==> config.mk <==
export PLATFORM = sky130hd
export DESIGN_NAME = delta_list_timer_queue
export DESIGN_NICKNAME = d
export VERILOG_FILES = /design/src/rtl/dltq_pkg.sv /design/src/rtl/dltq_ctrl.sv /design/src/rtl/dltq_datapath.sv /design/src/rtl/delta_list_timer_queue.sv
export VERILOG_INCLUDE_DIRS = /design/src /design/src/rtl
export SDC_FILE = /design/constraint.sdc
export NUM_CORES = 1
export LEC_CHECK = 0
export BUFFER_PORTS_ARGS = -buffer_cell sky130_fd_sc_hd__buf_2
export CORE_ASPECT_RATIO = 1.2
export CORE_MARGIN = 2
export CORE_UTILIZATION = 55
export CTS_BUF_LIST = sky130_fd_sc_hd__clkbuf_8
export DETAILED_ROUTE_END_ITERATION = 7
export PLACE_DENSITY = 0.74
export SLEW_MARGIN = 15
export SYNTH_ARGS = -nofsm -noshare
export SYNTH_HDL_FRONTEND = slang
export SYNTH_HIERARCHICAL = 1
export SYNTH_SLANG_ARGS = --single-unit
==> constraint.sdc <==
create_clock -name aclk -period 6.16 [get_ports aclk]
set_clock_uncertainty 0.15 [all_clocks]
set_input_delay 1.54 -clock aclk [delete_from_list [all_inputs] [get_ports aclk]]
set_output_delay 1.54 -clock aclk [all_outputs]
set_load 0.01 [all_outputs]
==> src/rtl/assert_macros.svh <==
// assertion macros for the timer queue
`ifndef ASSERT_MACROS_SVH
`define ASSERT_MACROS_SVH
`ifndef SYNTHESIS
`define DLTQ_ASSERT_IMP(label, clk, rstn, ante, cons) \
    label: assert property (@(posedge clk) disable iff (!rstn) (ante) |-> (cons)) \
        else $error("assertion failed: label");
`define DLTQ_ASSERT_NEXT(label, clk, rstn, ante, cons) \
    label: assert property (@(posedge clk) disable iff (!rstn) (ante) |=> (cons)) \
        else $error("assertion failed: label");
`else
`define DLTQ_ASSERT_IMP(label, clk, rstn, ante, cons)
`define DLTQ_ASSERT_NEXT(label, clk, rstn, ante, cons)
`endif
`endif

==> src/rtl/dltq_pkg.sv <==
// shared types and constants of the delta list timer queue
`default_nettype none
package dltq_pkg;

    localparam int NUM_TIMERS_DEF = 16;
    localparam int DELAY_BITS_DEF = 16;
    localparam int MAX_RESULTS    = 16;
    localparam int CNT_W          = $clog2(MAX_RESULTS + 1);

    typedef enum logic [1:0] {
        OP_TICK  = 2'd0,
        OP_START = 2'd1,
        OP_STOP  = 2'd2,
        OP_NOP   = 2'd3
    } op_e_t;

    typedef enum logic [2:0] {
        ST_DONE      = 3'd0,
        ST_IGNORED   = 3'd1,
        ST_STOP_IDLE = 3'd2,
        ST_NO_EXPIRY = 3'd3,
        ST_EXPIRED   = 3'd4
    } status_e_t;

    typedef struct packed {
        logic [1:0]  op;
        logic [3:0]  timer_id;
        logic [15:0] delay_ticks;
    } in_item_t;

    typedef struct packed {
        logic [2:0]  status;
        logic [3:0]  expired_id;
        logic [31:0] tick_total;
        logic        last;
    } out_item_t;

    typedef enum logic [3:0] {
        S_IDLE, S_DISPATCH, S_START_WALK, S_INS_A, S_INS_B, S_STOP_WALK,
        S_STOP_ADD, S_TICK_DEC, S_TICK_EVAL, S_TICK_RD, S_TICK_FIN, S_RESPOND
    } state_t;

    typedef enum logic [3:0] {
        CMD_NONE, CMD_ACCEPT, CMD_START_BEGIN, CMD_WALK_STEP, CMD_WALK_STOP,
        CMD_INS_A, CMD_INS_B, CMD_STOP_BEGIN, CMD_STOP_STEP, CMD_STOP_UNLINK,
        CMD_STOP_ADD, CMD_TICK_BEGIN, CMD_TICK_DEC, CMD_TICK_LOAD, CMD_TICK_TAKE
    } dp_cmd_t;

    typedef struct packed {
        dp_cmd_t   op;
        logic      emit;
        logic      emit_pend;
        logic      last;
        status_e_t status;
    } ctrl_cmd_t;

    typedef struct packed {
        op_e_t op;
        logic  id_ok;
        logic  id_active;
        logic  head_valid;
        logic  rd_le;
        logic  rd_link_valid;
        logic  node_is_id;
        logic  ev_zero;
        logic  ev_link_valid;
        logic  n_lt_max;
        logic  pend_valid;
        logic  out_free;
    } dp_status_t;

endpackage
`default_nettype wire

==> src/rtl/dltq_ctrl.sv <==
// controller state machine of the timer queue
`default_nettype none
module dltq_ctrl import dltq_pkg::*; (
    input  wire logic       aclk,
    input  wire logic       aresetn,
    input  wire logic       s_valid,
    output logic            s_ready,
    input  wire dp_status_t stat,
    output ctrl_cmd_t       cmd
);

    state_t    state_reg, state_next;
    status_e_t resp_reg, resp_next;

    // state register
    always_ff @(posedge aclk) begin
        if (!aresetn) begin
            state_reg <= S_IDLE;
            resp_reg  <= ST_DONE;
        end else begin
            state_reg <= state_next;
            resp_reg  <= resp_next;
        end
    end

    // next state and commands
    always_comb begin
        state_next    = state_reg;
        resp_next     = resp_reg;
        cmd           = '0;
        cmd.op        = CMD_NONE;
        cmd.status    = ST_DONE;
        s_ready       = 1'b0;
        case (state_reg)
            S_IDLE: begin
                s_ready = 1'b1;
                if (s_valid) begin
                    cmd.op     = CMD_ACCEPT;
                    state_next = S_DISPATCH;
                end
            end
            S_DISPATCH: begin
                case (stat.op)
                    OP_TICK: begin
                        cmd.op     = CMD_TICK_BEGIN;
                        state_next = stat.head_valid ? S_TICK_DEC : S_TICK_FIN;
                    end
                    OP_START: begin
                        if (!stat.id_ok || stat.id_active) begin
                            resp_next  = ST_IGNORED;
                            state_next = S_RESPOND;
                        end else begin
                            cmd.op     = CMD_START_BEGIN;
                            state_next = stat.head_valid ? S_START_WALK : S_INS_A;
                        end
                    end
                    OP_STOP: begin
                        if (!stat.id_ok || !stat.id_active) begin
                            resp_next  = ST_STOP_IDLE;
                            state_next = S_RESPOND;
                        end else begin
                            cmd.op     = CMD_STOP_BEGIN;
                            state_next = S_STOP_WALK;
                        end
                    end
                    default: begin
                        resp_next  = ST_DONE;
                        state_next = S_RESPOND;
                    end
                endcase
            end
            S_START_WALK: begin
                if (stat.rd_le) begin
                    cmd.op = CMD_WALK_STEP;
                    if (!stat.rd_link_valid) state_next = S_INS_A;
                end else begin
                    cmd.op     = CMD_WALK_STOP;
                    state_next = S_INS_A;
                end
            end
            S_INS_A: begin
                cmd.op     = CMD_INS_A;
                state_next = S_INS_B;
            end
            S_INS_B: begin
                if (stat.out_free) begin
                    cmd.op     = CMD_INS_B;
                    cmd.emit   = 1'b1;
                    cmd.last   = 1'b1;
                    cmd.status = ST_DONE;
                    state_next = S_IDLE;
                end
            end
            S_STOP_WALK: begin
                if (stat.node_is_id) begin
                    cmd.op    = CMD_STOP_UNLINK;
                    resp_next = ST_DONE;
                    state_next = stat.rd_link_valid ? S_STOP_ADD : S_RESPOND;
                end else begin
                    cmd.op = CMD_STOP_STEP;
                end
            end
            S_STOP_ADD: begin
                cmd.op     = CMD_STOP_ADD;
                state_next = S_RESPOND;
            end
            S_TICK_DEC: begin
                cmd.op     = CMD_TICK_DEC;
                state_next = S_TICK_EVAL;
            end
            S_TICK_EVAL: begin
                if (stat.ev_zero && stat.n_lt_max) begin
                    if (!stat.pend_valid || stat.out_free) begin
                        cmd.op        = CMD_TICK_TAKE;
                        cmd.emit      = stat.pend_valid;
                        cmd.emit_pend = 1'b1;
                        cmd.status    = ST_EXPIRED;
                        state_next    = stat.ev_link_valid ? S_TICK_RD : S_TICK_FIN;
                    end
                end else begin
                    state_next = S_TICK_FIN;
                end
            end
            S_TICK_RD: begin
                cmd.op     = CMD_TICK_LOAD;
                state_next = S_TICK_EVAL;
            end
            S_TICK_FIN: begin
                if (stat.out_free) begin
                    cmd.emit      = 1'b1;
                    cmd.last      = 1'b1;
                    cmd.emit_pend = stat.pend_valid;
                    cmd.status    = stat.pend_valid ? ST_EXPIRED : ST_NO_EXPIRY;
                    state_next    = S_IDLE;
                end
            end
            S_RESPOND: begin
                if (stat.out_free) begin
                    cmd.emit   = 1'b1;
                    cmd.last   = 1'b1;
                    cmd.status = resp_reg;
                    state_next = S_IDLE;
                end
            end
            default: state_next = S_IDLE;
        endcase
    end

endmodule
`default_nettype wire

==> src/rtl/dltq_datapath.sv <==
// list memories, registers and result register of the timer queue
`default_nettype none
module dltq_datapath import dltq_pkg::*; #(
    parameter int NUM_TIMERS = NUM_TIMERS_DEF,
    parameter int DELAY_BITS = DELAY_BITS_DEF
) (
    input  wire logic      aclk,
    input  wire logic      aresetn,
    input  wire in_item_t  s_data,
    input  wire ctrl_cmd_t cmd,
    output dp_status_t     stat,
    output logic           m_valid,
    input  wire logic      m_ready,
    output out_item_t      m_data
);

    localparam int IW = (NUM_TIMERS > 1) ? $clog2(NUM_TIMERS) : 1;
    localparam int LW = $clog2(NUM_TIMERS + 1);
    localparam int DW = DELAY_BITS + 1;
    localparam logic [LW-1:0] NO_LINK = LW'(NUM_TIMERS);
    localparam logic [31:0] DMASK = (32'd1 << DELAY_BITS) - 32'd1;

    // list memories
    logic [DW-1:0] delta_mem [NUM_TIMERS];
    logic [LW-1:0] link_mem  [NUM_TIMERS];
    logic [NUM_TIMERS-1:0] active_reg, active_next;

    logic [1:0]      op_reg;
    logic [3:0]      id_reg;
    logic [DW-1:0]   t_reg, t_next;
    logic [LW-1:0]   head_reg, head_next;
    logic [LW-1:0]   node_reg, node_next;
    logic [LW-1:0]   prev_reg, prev_next;
    logic [DW-1:0]   fdelta_reg, fdelta_next;
    logic [DW-1:0]   ev_delta_reg, ev_delta_next;
    logic [LW-1:0]   ev_link_reg, ev_link_next;
    logic [LW-1:0]   pend_reg, pend_next;
    logic [CNT_W-1:0] n_reg, n_next;
    logic [31:0]     tick_reg, tick_next;
    logic [DW-1:0]   rd_delta_reg;
    logic [LW-1:0]   rd_link_reg;
    logic            m_valid_reg;
    out_item_t       out_reg;

    logic          rd_en;
    logic [LW-1:0] rd_addr;
    logic          dwe, lwe;
    logic [LW-1:0] dwaddr, lwaddr;
    logic [DW-1:0] dwdata;
    logic [LW-1:0] lwdata;
    logic [IW-1:0] id_idx;
    logic [LW-1:0] id_link;
    logic [DW-1:0] dec_val;
    logic          out_free;

    assign id_idx   = IW'(id_reg);
    assign id_link  = LW'(id_reg);
    assign dec_val  = (rd_delta_reg == '0) ? '0 : rd_delta_reg - DW'(1);
    assign out_free = !m_valid_reg || m_ready;

    // status to the controller
    always_comb begin
        stat.op            = op_e_t'(op_reg);
        stat.id_ok         = 32'(id_reg) < NUM_TIMERS;
        stat.id_active     = stat.id_ok && active_reg[id_idx];
        stat.head_valid    = head_reg != NO_LINK;
        stat.rd_le         = rd_delta_reg <= t_reg;
        stat.rd_link_valid = rd_link_reg != NO_LINK;
        stat.node_is_id    = node_reg == id_link;
        stat.ev_zero       = ev_delta_reg == '0;
        stat.ev_link_valid = ev_link_reg != NO_LINK;
        stat.n_lt_max      = 32'(n_reg) < MAX_RESULTS;
        stat.pend_valid    = n_reg != '0;
        stat.out_free      = out_free;
    end

    // command decode
    always_comb begin
        t_next        = t_reg;
        head_next     = head_reg;
        node_next     = node_reg;
        prev_next     = prev_reg;
        fdelta_next   = fdelta_reg;
        ev_delta_next = ev_delta_reg;
        ev_link_next  = ev_link_reg;
        pend_next     = pend_reg;
        n_next        = n_reg;
        tick_next     = tick_reg;
        active_next   = active_reg;
        rd_en   = 1'b0;
        rd_addr = head_reg;
        dwe     = 1'b0;
        dwaddr  = node_reg;
        dwdata  = fdelta_reg;
        lwe     = 1'b0;
        lwaddr  = prev_reg;
        lwdata  = id_link;
        case (cmd.op)
            CMD_ACCEPT: begin
                t_next = DW'(32'(s_data.delay_ticks) & DMASK) + DW'(1);
            end
            CMD_START_BEGIN, CMD_STOP_BEGIN: begin
                node_next = head_reg;
                prev_next = NO_LINK;
                rd_en     = 1'b1;
                rd_addr   = head_reg;
            end
            CMD_WALK_STEP: begin
                t_next    = t_reg - rd_delta_reg;
                prev_next = node_reg;
                node_next = rd_link_reg;
                rd_en     = 1'b1;
                rd_addr   = rd_link_reg;
            end
            CMD_WALK_STOP: begin
                fdelta_next = rd_delta_reg - t_reg;
            end
            CMD_INS_A: begin
                dwe    = 1'b1;
                dwaddr = id_link;
                dwdata = t_reg;
                lwe    = 1'b1;
                lwaddr = id_link;
                lwdata = node_reg;
            end
            CMD_INS_B: begin
                dwe    = node_reg != NO_LINK;
                dwaddr = node_reg;
                dwdata = fdelta_reg;
                lwe    = prev_reg != NO_LINK;
                lwaddr = prev_reg;
                lwdata = id_link;
                if (prev_reg == NO_LINK) head_next = id_link;
                active_next[id_idx] = 1'b1;
            end
            CMD_STOP_STEP: begin
                prev_next = node_reg;
                node_next = rd_link_reg;
                rd_en     = 1'b1;
                rd_addr   = rd_link_reg;
            end
            CMD_STOP_UNLINK: begin
                fdelta_next = rd_delta_reg;
                node_next   = rd_link_reg;
                lwe    = prev_reg != NO_LINK;
                lwaddr = prev_reg;
                lwdata = rd_link_reg;
                if (prev_reg == NO_LINK) head_next = rd_link_reg;
                active_next[id_idx] = 1'b0;
                rd_en   = 1'b1;
                rd_addr = rd_link_reg;
            end
            CMD_STOP_ADD: begin
                dwe    = 1'b1;
                dwaddr = node_reg;
                dwdata = rd_delta_reg + fdelta_reg;
            end
            CMD_TICK_BEGIN: begin
                tick_next = tick_reg + 32'd1;
                n_next    = '0;
                rd_en     = 1'b1;
                rd_addr   = head_reg;
            end
            CMD_TICK_DEC: begin
                dwe           = 1'b1;
                dwaddr        = head_reg;
                dwdata        = dec_val;
                ev_delta_next = dec_val;
                ev_link_next  = rd_link_reg;
            end
            CMD_TICK_LOAD: begin
                ev_delta_next = rd_delta_reg;
                ev_link_next  = rd_link_reg;
            end
            CMD_TICK_TAKE: begin
                pend_next = head_reg;
                head_next = ev_link_reg;
                n_next    = n_reg + CNT_W'(1);
                active_next[head_reg[IW-1:0]] = 1'b0;
                rd_en   = 1'b1;
                rd_addr = ev_link_reg;
            end
            default: ;
        endcase
    end

    // memory write and registered read
    always_ff @(posedge aclk) begin
        if (dwe) delta_mem[dwaddr[IW-1:0]] <= dwdata;
        if (lwe) link_mem[lwaddr[IW-1:0]] <= lwdata;
        if (rd_en) begin
            rd_delta_reg <= delta_mem[rd_addr[IW-1:0]];
            rd_link_reg  <= link_mem[rd_addr[IW-1:0]];
        end
    end

    // control registers
    always_ff @(posedge aclk) begin
        if (!aresetn) begin
            active_reg  <= '0;
            head_reg    <= NO_LINK;
            tick_reg    <= '0;
            n_reg       <= '0;
            m_valid_reg <= 1'b0;
        end else begin
            active_reg <= active_next;
            head_reg   <= head_next;
            tick_reg   <= tick_next;
            n_reg      <= n_next;
            if (cmd.emit) m_valid_reg <= 1'b1;
            else if (m_ready) m_valid_reg <= 1'b0;
        end
    end

    // working and payload registers
    always_ff @(posedge aclk) begin
        if (cmd.op == CMD_ACCEPT) begin
            op_reg <= s_data.op;
            id_reg <= s_data.timer_id;
        end
        t_reg        <= t_next;
        node_reg     <= node_next;
        prev_reg     <= prev_next;
        fdelta_reg   <= fdelta_next;
        ev_delta_reg <= ev_delta_next;
        ev_link_reg  <= ev_link_next;
        pend_reg     <= pend_next;
        if (cmd.emit) begin
            out_reg.status     <= cmd.status;
            out_reg.expired_id <= cmd.emit_pend ? 4'(pend_reg) : id_reg;
            out_reg.tick_total <= tick_reg;
            out_reg.last       <= cmd.last;
        end
    end

    assign m_valid = m_valid_reg;
    assign m_data  = out_reg;

endmodule
`default_nettype wire

==> src/rtl/delta_list_timer_queue.sv <==
// top level of the delta list timer queue
// One item at a time: s_ready is high only while the block is idle.
// - start: walks the list to its place, then writes the entry and its follower.
// - stop: walks the list up to the timer, unlinks it and adds its delta on.
// - tick on an empty list: counts the tick and reports no expiry.
// - tick otherwise: decrements the head delta, then takes each expired timer
//   from the head, up to MAX_RESULTS per tick.
// A result may be held by m_ready. The walk reads one list entry per cycle from
// the single read port of the delta and link memories. Results leave through an
// output register, so one pending result may wait on m_ready while the next list
// step runs. No clearing pass after reset: only the per-timer active bits, the
// list head, the tick count, the result count and the output valid are reset.
`default_nettype none
`include "assert_macros.svh"
module delta_list_timer_queue import dltq_pkg::*; #(
    parameter int NUM_TIMERS = NUM_TIMERS_DEF,
    parameter int DELAY_BITS = DELAY_BITS_DEF
) (
    input  wire logic     aclk,
    input  wire logic     aresetn,
    input  wire logic     s_valid,
    output logic          s_ready,
    input  wire in_item_t s_data,
    output logic          m_valid,
    input  wire logic     m_ready,
    output out_item_t     m_data
);

    ctrl_cmd_t  cmd;
    dp_status_t stat;

    // controller
    dltq_ctrl u_ctrl (
        .aclk    (aclk),
        .aresetn (aresetn),
        .s_valid (s_valid),
        .s_ready (s_ready),
        .stat    (stat),
        .cmd     (cmd)
    );

    // datapath
    dltq_datapath #(
        .NUM_TIMERS (NUM_TIMERS),
        .DELAY_BITS (DELAY_BITS)
    ) u_dp (
        .aclk    (aclk),
        .aresetn (aresetn),
        .s_data  (s_data),
        .cmd     (cmd),
        .stat    (stat),
        .m_valid (m_valid),
        .m_ready (m_ready),
        .m_data  (m_data)
    );

    // checks
    `DLTQ_ASSERT_NEXT(a_one_item, aclk, aresetn, s_valid && s_ready, !s_ready)
    `DLTQ_ASSERT_IMP(a_emit_free, aclk, aresetn, cmd.emit, stat.out_free)
    `DLTQ_ASSERT_IMP(a_take_bound, aclk, aresetn, cmd.op == CMD_TICK_TAKE, stat.n_lt_max)

endmodule
`default_nettype wire

# --- Word-level counts from Yosys, hierarchy flattened ---
# Memory sizes are Yosys's and may differ from the RTL's. A register that Yosys moved wholly into a read port is not among the register bits.
# Index checks and enable logic that the tools add are counted.
classes:
  n_addsub: 7
  magnitude_cmp: 6
  n_eq_ne: 44
  muxes: 74
  n_bitwise: 5
  n_reduce_logical: 33
op_table:
  columns: ["op", "count"]
  rows:
  - ["$pmux 17 s2", 3]
  - ["$mux 4", 16]
  - ["$pmux 17 s3", 1]
  - ["$pmux 16 s3", 1]
  - ["$eq 4x4->1 const B", 11]
  - ["$pmux 4 s10", 1]
  - ["$pmux 5 s2", 4]
  - ["$pmux 4 s9", 1]
  - ["$logic_not 17->1", 2]
  - ["$sub 17x17->17", 2]
  - ["$add 32x1->32 const B", 1]
  - ["$and 16x16->16", 2]
  - ["$eq 4x3->1 const B", 8]
  - ["$not 16->16", 2]
  - ["$ne 5x5->1 const B", 5]
  - ["$mux 3", 8]
  - ["$pmux 4 s3", 2]
  - ["$mux 6", 3]
  - ["$add 16x1->17 const B", 1]
  - ["$add 17x17->17", 1]
  - ["$le 17x17->1", 1]
  - ["$mux 17", 1]
  - ["$sub 17x1->17 const B", 1]
  - ["$eq 4x2->1 const B", 4]
  - ["other kinds (39)", 87]
word_totals:
  reg_bits: 182
  ram_bits: 352
  word_cells: 191
  memories: 2
memory_table:
  columns: ["memory", "words", "width", "rd", "rd_clocked_by_memory_dff", "wr", "line", "text"]
  rows:
  - ["u_dp.delta_mem", 16, 17, 1, 1, 1, "dltq_datapath.sv:24", "logic [DW-1:0] delta_mem [NUM_TIMERS];"]
  - ["u_dp.link_mem", 16, 5, 1, 1, 1, "dltq_datapath.sv:25", "logic [LW-1:0] link_mem [NUM_TIMERS];"]

# --- Longest topological paths before layout ---
depth:
  depth_word: 11
  depth_mapped: 26
  mapped_depth_nobuf: 21

# --- Hierarchy ---
# The synthesis kept the hierarchy.
by_module_without_submodules:
  columns: ["module", "n_inst", "cells_each", "area_per_inst_um2", "seq_area_each_um2"]
  rows:
  - ["dltq_datapath", 1, 2324, 26171.4, 15895.2]
  - ["dltq_ctrl", 1, 119, 824.5, 120.1]

# --- Least setup slack after synthesis ---
# OpenSTA, ideal clock, no wires.
synth_path:
  path_kind: "register to register"
  from: "reg u_dp.rd_delta_reg[1] (read register of u_dp.delta_mem)"
  to: "reg u_dp.rd_delta_reg[6] (read register of u_dp.delta_mem), data pin"
  setup_time_ns: 0.261
  arrival_time_ns: 5.489
  slack_ns: 0.260
  path_stages_with_launch: 21
  synth_period_minus_slack_ns: 5.900
  cell_sequence: "edfxtp_1 ha_1 nor2b_1 o21a_1 o21a_1 o31a_1 o2111ai_1 a21oi_1 nor2_1 o21ai_0 o21a_1 o311ai_0 nor3b_1 a22o_1 a211o_1 buf_6 buf_8 mux2i_1 a221oi_1 a31oi_1 nand3_1"
synth_rtl:
  columns: ["item", "line", "text"]
  rows:
  - ["start, declared", "dltq_datapath.sv:40", "logic [DW-1:0] rd_delta_reg;"]

==> impl_metrics.yaml <==
pwr:
  leakage_nw: 11.0
  p_clk_share_pct: 17.0
  p_sw_share_pct: 43.2
  ir_drop_uv: 368
  internal_power_mw: 9.58
  p_sw_mw: 7.28
  p_per_area_nw_per_um2: 564
  pwr-share-comb_pct: 47.7
  seqPwrFrac_pct: 35.3
placement:
  hpwlAfterDp_mm: 46.7
  gp_congestion: 0.965
  numPortBuffers: 67
  dp_cells: 3097
drt:
  drcViolationCount: 0
  viasPerCell: 6.16
  vias: 20100
  drtAntennaViolNets: 0
  wl_mm: 69.5
  wl_per_cell_um: 21.3
  drtIter0Drc: 2409
  first_pass_iters: 6
finish:
  antenna_cells: 0
  stdcell_count: 3255
  fillers: 3748
  ff_latch_area_um2: 16000
  syn2layout_area_growth_pct: 10.8
  layout_common_cells: "edfxtp_1 (490), nand2_1 (431), a21oi_1 (166), nor2_1 (136), nand3_1 (135)"
  layout_commonest_cell: "edfxtp_1"
  largest_register_ffs: 272
  drive_above_1_share_pct: 13.6
  nets: 2640
  multi_input_area_um2: 10100
clocking:
  hold_buffers: 0
  clock_latency_ns: 0.70
  numCtsBuffers: 86
  htreeDepth: 3
  cts_setup_buffers: 0
  cts_resized: 0
  cts-root-buf: "clkbuf_8"
  clock_path_buffers: 3
  tritoncts: "built"
  cts_sinks: 555
  clkTransAtPathRegs_ns: 0.06
hold_path:
  holdPathStages: 1
  hold_path_class: "flip-flop to flip-flop"
  min-delay-start: "u_dp/n_reg[4]"
  hold_path_end: "u_dp/n_reg[4]"
outcome:
  outcome: "finished clean"
critical_path:
  crit_arrival_ns: 6.11
  r2r_slack_ns: 0.44
  regToRegStartpoint: "u_dp/rd_delta_reg[1]"
  crit_path_start_kind: "flip-flop"
  path_max_fanout: 56
  r2r-end: "u_dp/rd_link_reg[1]"
  r2r_cells: 20
  cp-end-kind: "flip-flop"
  critPathKind: "flip-flop to flip-flop"
  critical_path_required_ns: 6.55
floorplanning:
  die_h_um: 247
  ios: 68
  dieArea_um2: 50900
  start_util_pct: 55.9
  rows: 88
  die_width_um: 206
  core_area_um2: 48300
synthesis:
  yosysWarningCount: 6
  synthCells: 2443
  ys_ff_latch: 555
  syn_area_per_cell_um2: 11.1
  synthFlopType: "edfxtp_1"
  synth_seq_area_share_pct: 59.3
  synth_nets: 2527
  synth-async-reset-ratio_pct: 0
  syn_area_um2: 27000
  ys_types: 93
  synth-edff-count: 490
timing:
  tns_ns: 0
  period_needed_ns: 5.72
  setup_viol: 0
  finalCritPeriodShare_pct: 92.8
  worst_slew_pin_slew_ns: 1.07
  slew_headroom_pct: 28.5
  slew_violations: 0
  hold_viol: 0
  fmaxAchievable_mhz: 175
  rsz0062_at_grt: "false"
global_route:
  antenna_found_initial: 0
  grt_max_degree: 72
  grt_pass1_vias: 19700
  grt.total_usage_pct: 27.3
  grt_pass1_wl_mm: 107
  grt-ovfl-total: 0
flow_run:
  drv_cap: 0
[cell type report]
| type | count | share of cell area, % |
|---|---|---|
| inverter | 67 | 0.841 |
| timing repair buffer | 162 | 3.76 |
| clock inverter | 70 | 1.32 |
| clock buffer | 87 | 4.00 |
| multi-input combinational | 1684 | 33.9 |
| sequential | 555 | 53.5 |
| tap | 630 | 2.63 |
[power groups by stage]
stage	sequential (mW)	clock, mW	combinational, mW
finish	5.95	2.87	8.04
global route	5.99	3.08	8.76
CTS	5.93	2.93	7.91
detailed placement	5.99	0	7.86
global placement	5.99	0	7.68
floorplan	5.79	0	5.57
[stage by stage]
step	hold WS, ns	worst slack [ns]	utilization, %	area, µm²	power, mW
floorplan	0.267	0.260	-	27000	11.4
global placement	0.281	0.650	58.6	28300	13.7
detailed placement	0.289	0.570	58.6	28300	13.9
CTS	0.299	0.525	61.9	29900	16.8
global route	0.331	0.0163	61.9	29900	17.8
finish	0.301	0.443	61.9	29900	16.9
[critical path: stages (launching register included)]
cell and delay (ns):
edfxtp_1 0.57, ha_1 0.38, nor2b_1 0.14, o21a_1 0.18, o21a_1 0.20, o31a_1 0.30, o2111ai_1 0.28, a21oi_1 0.10
nor2_1 0.31, nor2_1 0.09, nor2_1 0.11, a21oi_1 0.09, o21ai_2 0.52, and4bb_2 0.41, nor4_4 0.07, a211oi_4 0.35
buf_4 0.58, a21oi_1 0.15, a221oi_1 0.33, a31oi_1 0.12, nand3_1 0.12
[cells by family after synthesis]
group | synth area share (%)
AO/OA/AOI/OAI | 12.7
XOR/XNOR | 2.56
adder cells (fa/ha/maj) | 2.77
buffers and inverters | 3.38
flip-flops | 59.3
multiplexers | 2.13
other | 0.0139
AND/OR/NAND/NOR | 17.1
[metal layers]
layer  wire length, µm  up-vias  GRT usage [%]  part of all wire [%]
met2             33800      946           45.8                    49
met4              2860        0           13.1                   4.1
met5                 0        -              0                     0
met3              5130      208           4.31                   7.4
li1                  -     9218              -                     -
met1             27600     9694           34.6                    40
[worst max-delay path by stage]
stage                           endpoint  slack, ns            startpoint
finish               u_dp/rd_link_reg[1]       0.44  u_dp/rd_delta_reg[1]
global route         u_dp/rd_link_reg[0]       0.02         u_dp/t_reg[1]
CTS                  u_dp/rd_link_reg[1]       0.53         u_dp/t_reg[1]
detailed placement   u_dp/rd_link_reg[1]       0.57  u_dp/rd_delta_reg[1]
global placement     u_dp/rd_link_reg[1]       0.65  u_dp/rd_delta_reg[2]
floorplan           u_dp/rd_delta_reg[6]       0.26  u_dp/rd_delta_reg[1]
[cells in the mapped netlist (all sizes together), types with 13 or more instances]
| cell type | instances | area share [%] |
|---|---|---|
| nor2 | 148 | 2.1 |
| nor2b | 42 | 0.98 |
| nand4 | 22 | 0.53 |
| nand2b | 21 | 0.49 |
| or3 | 13 | 0.30 |
| a21boi | 15 | 0.42 |
| nand2 | 431 | 6.0 |
| o21ai | 108 | 2.0 |
| a22oi | 22 | 0.61 |
| dfxtp | 65 | 4.8 |
| xnor2 | 56 | 1.8 |
| mux2i | 35 | 1.3 |
| nor4 | 17 | 0.53 |
| inv | 67 | 0.93 |
| and2 | 38 | 0.88 |
| a31oi | 31 | 0.72 |
| nor3 | 26 | 0.52 |
| a21oi | 186 | 3.7 |
| and3 | 25 | 0.58 |
| a221oi | 30 | 1.0 |
| clkbuf | 67 | 0.93 |
| nand3 | 136 | 2.5 |
| a21o | 19 | 0.53 |
| o31ai | 21 | 0.58 |
| xor2 | 23 | 0.75 |
| edfxtp | 490 | 55 |
| ha | 55 | 2.5 |
| buf | 70 | 1.5 |
Power figures use the tool's default switching activity.
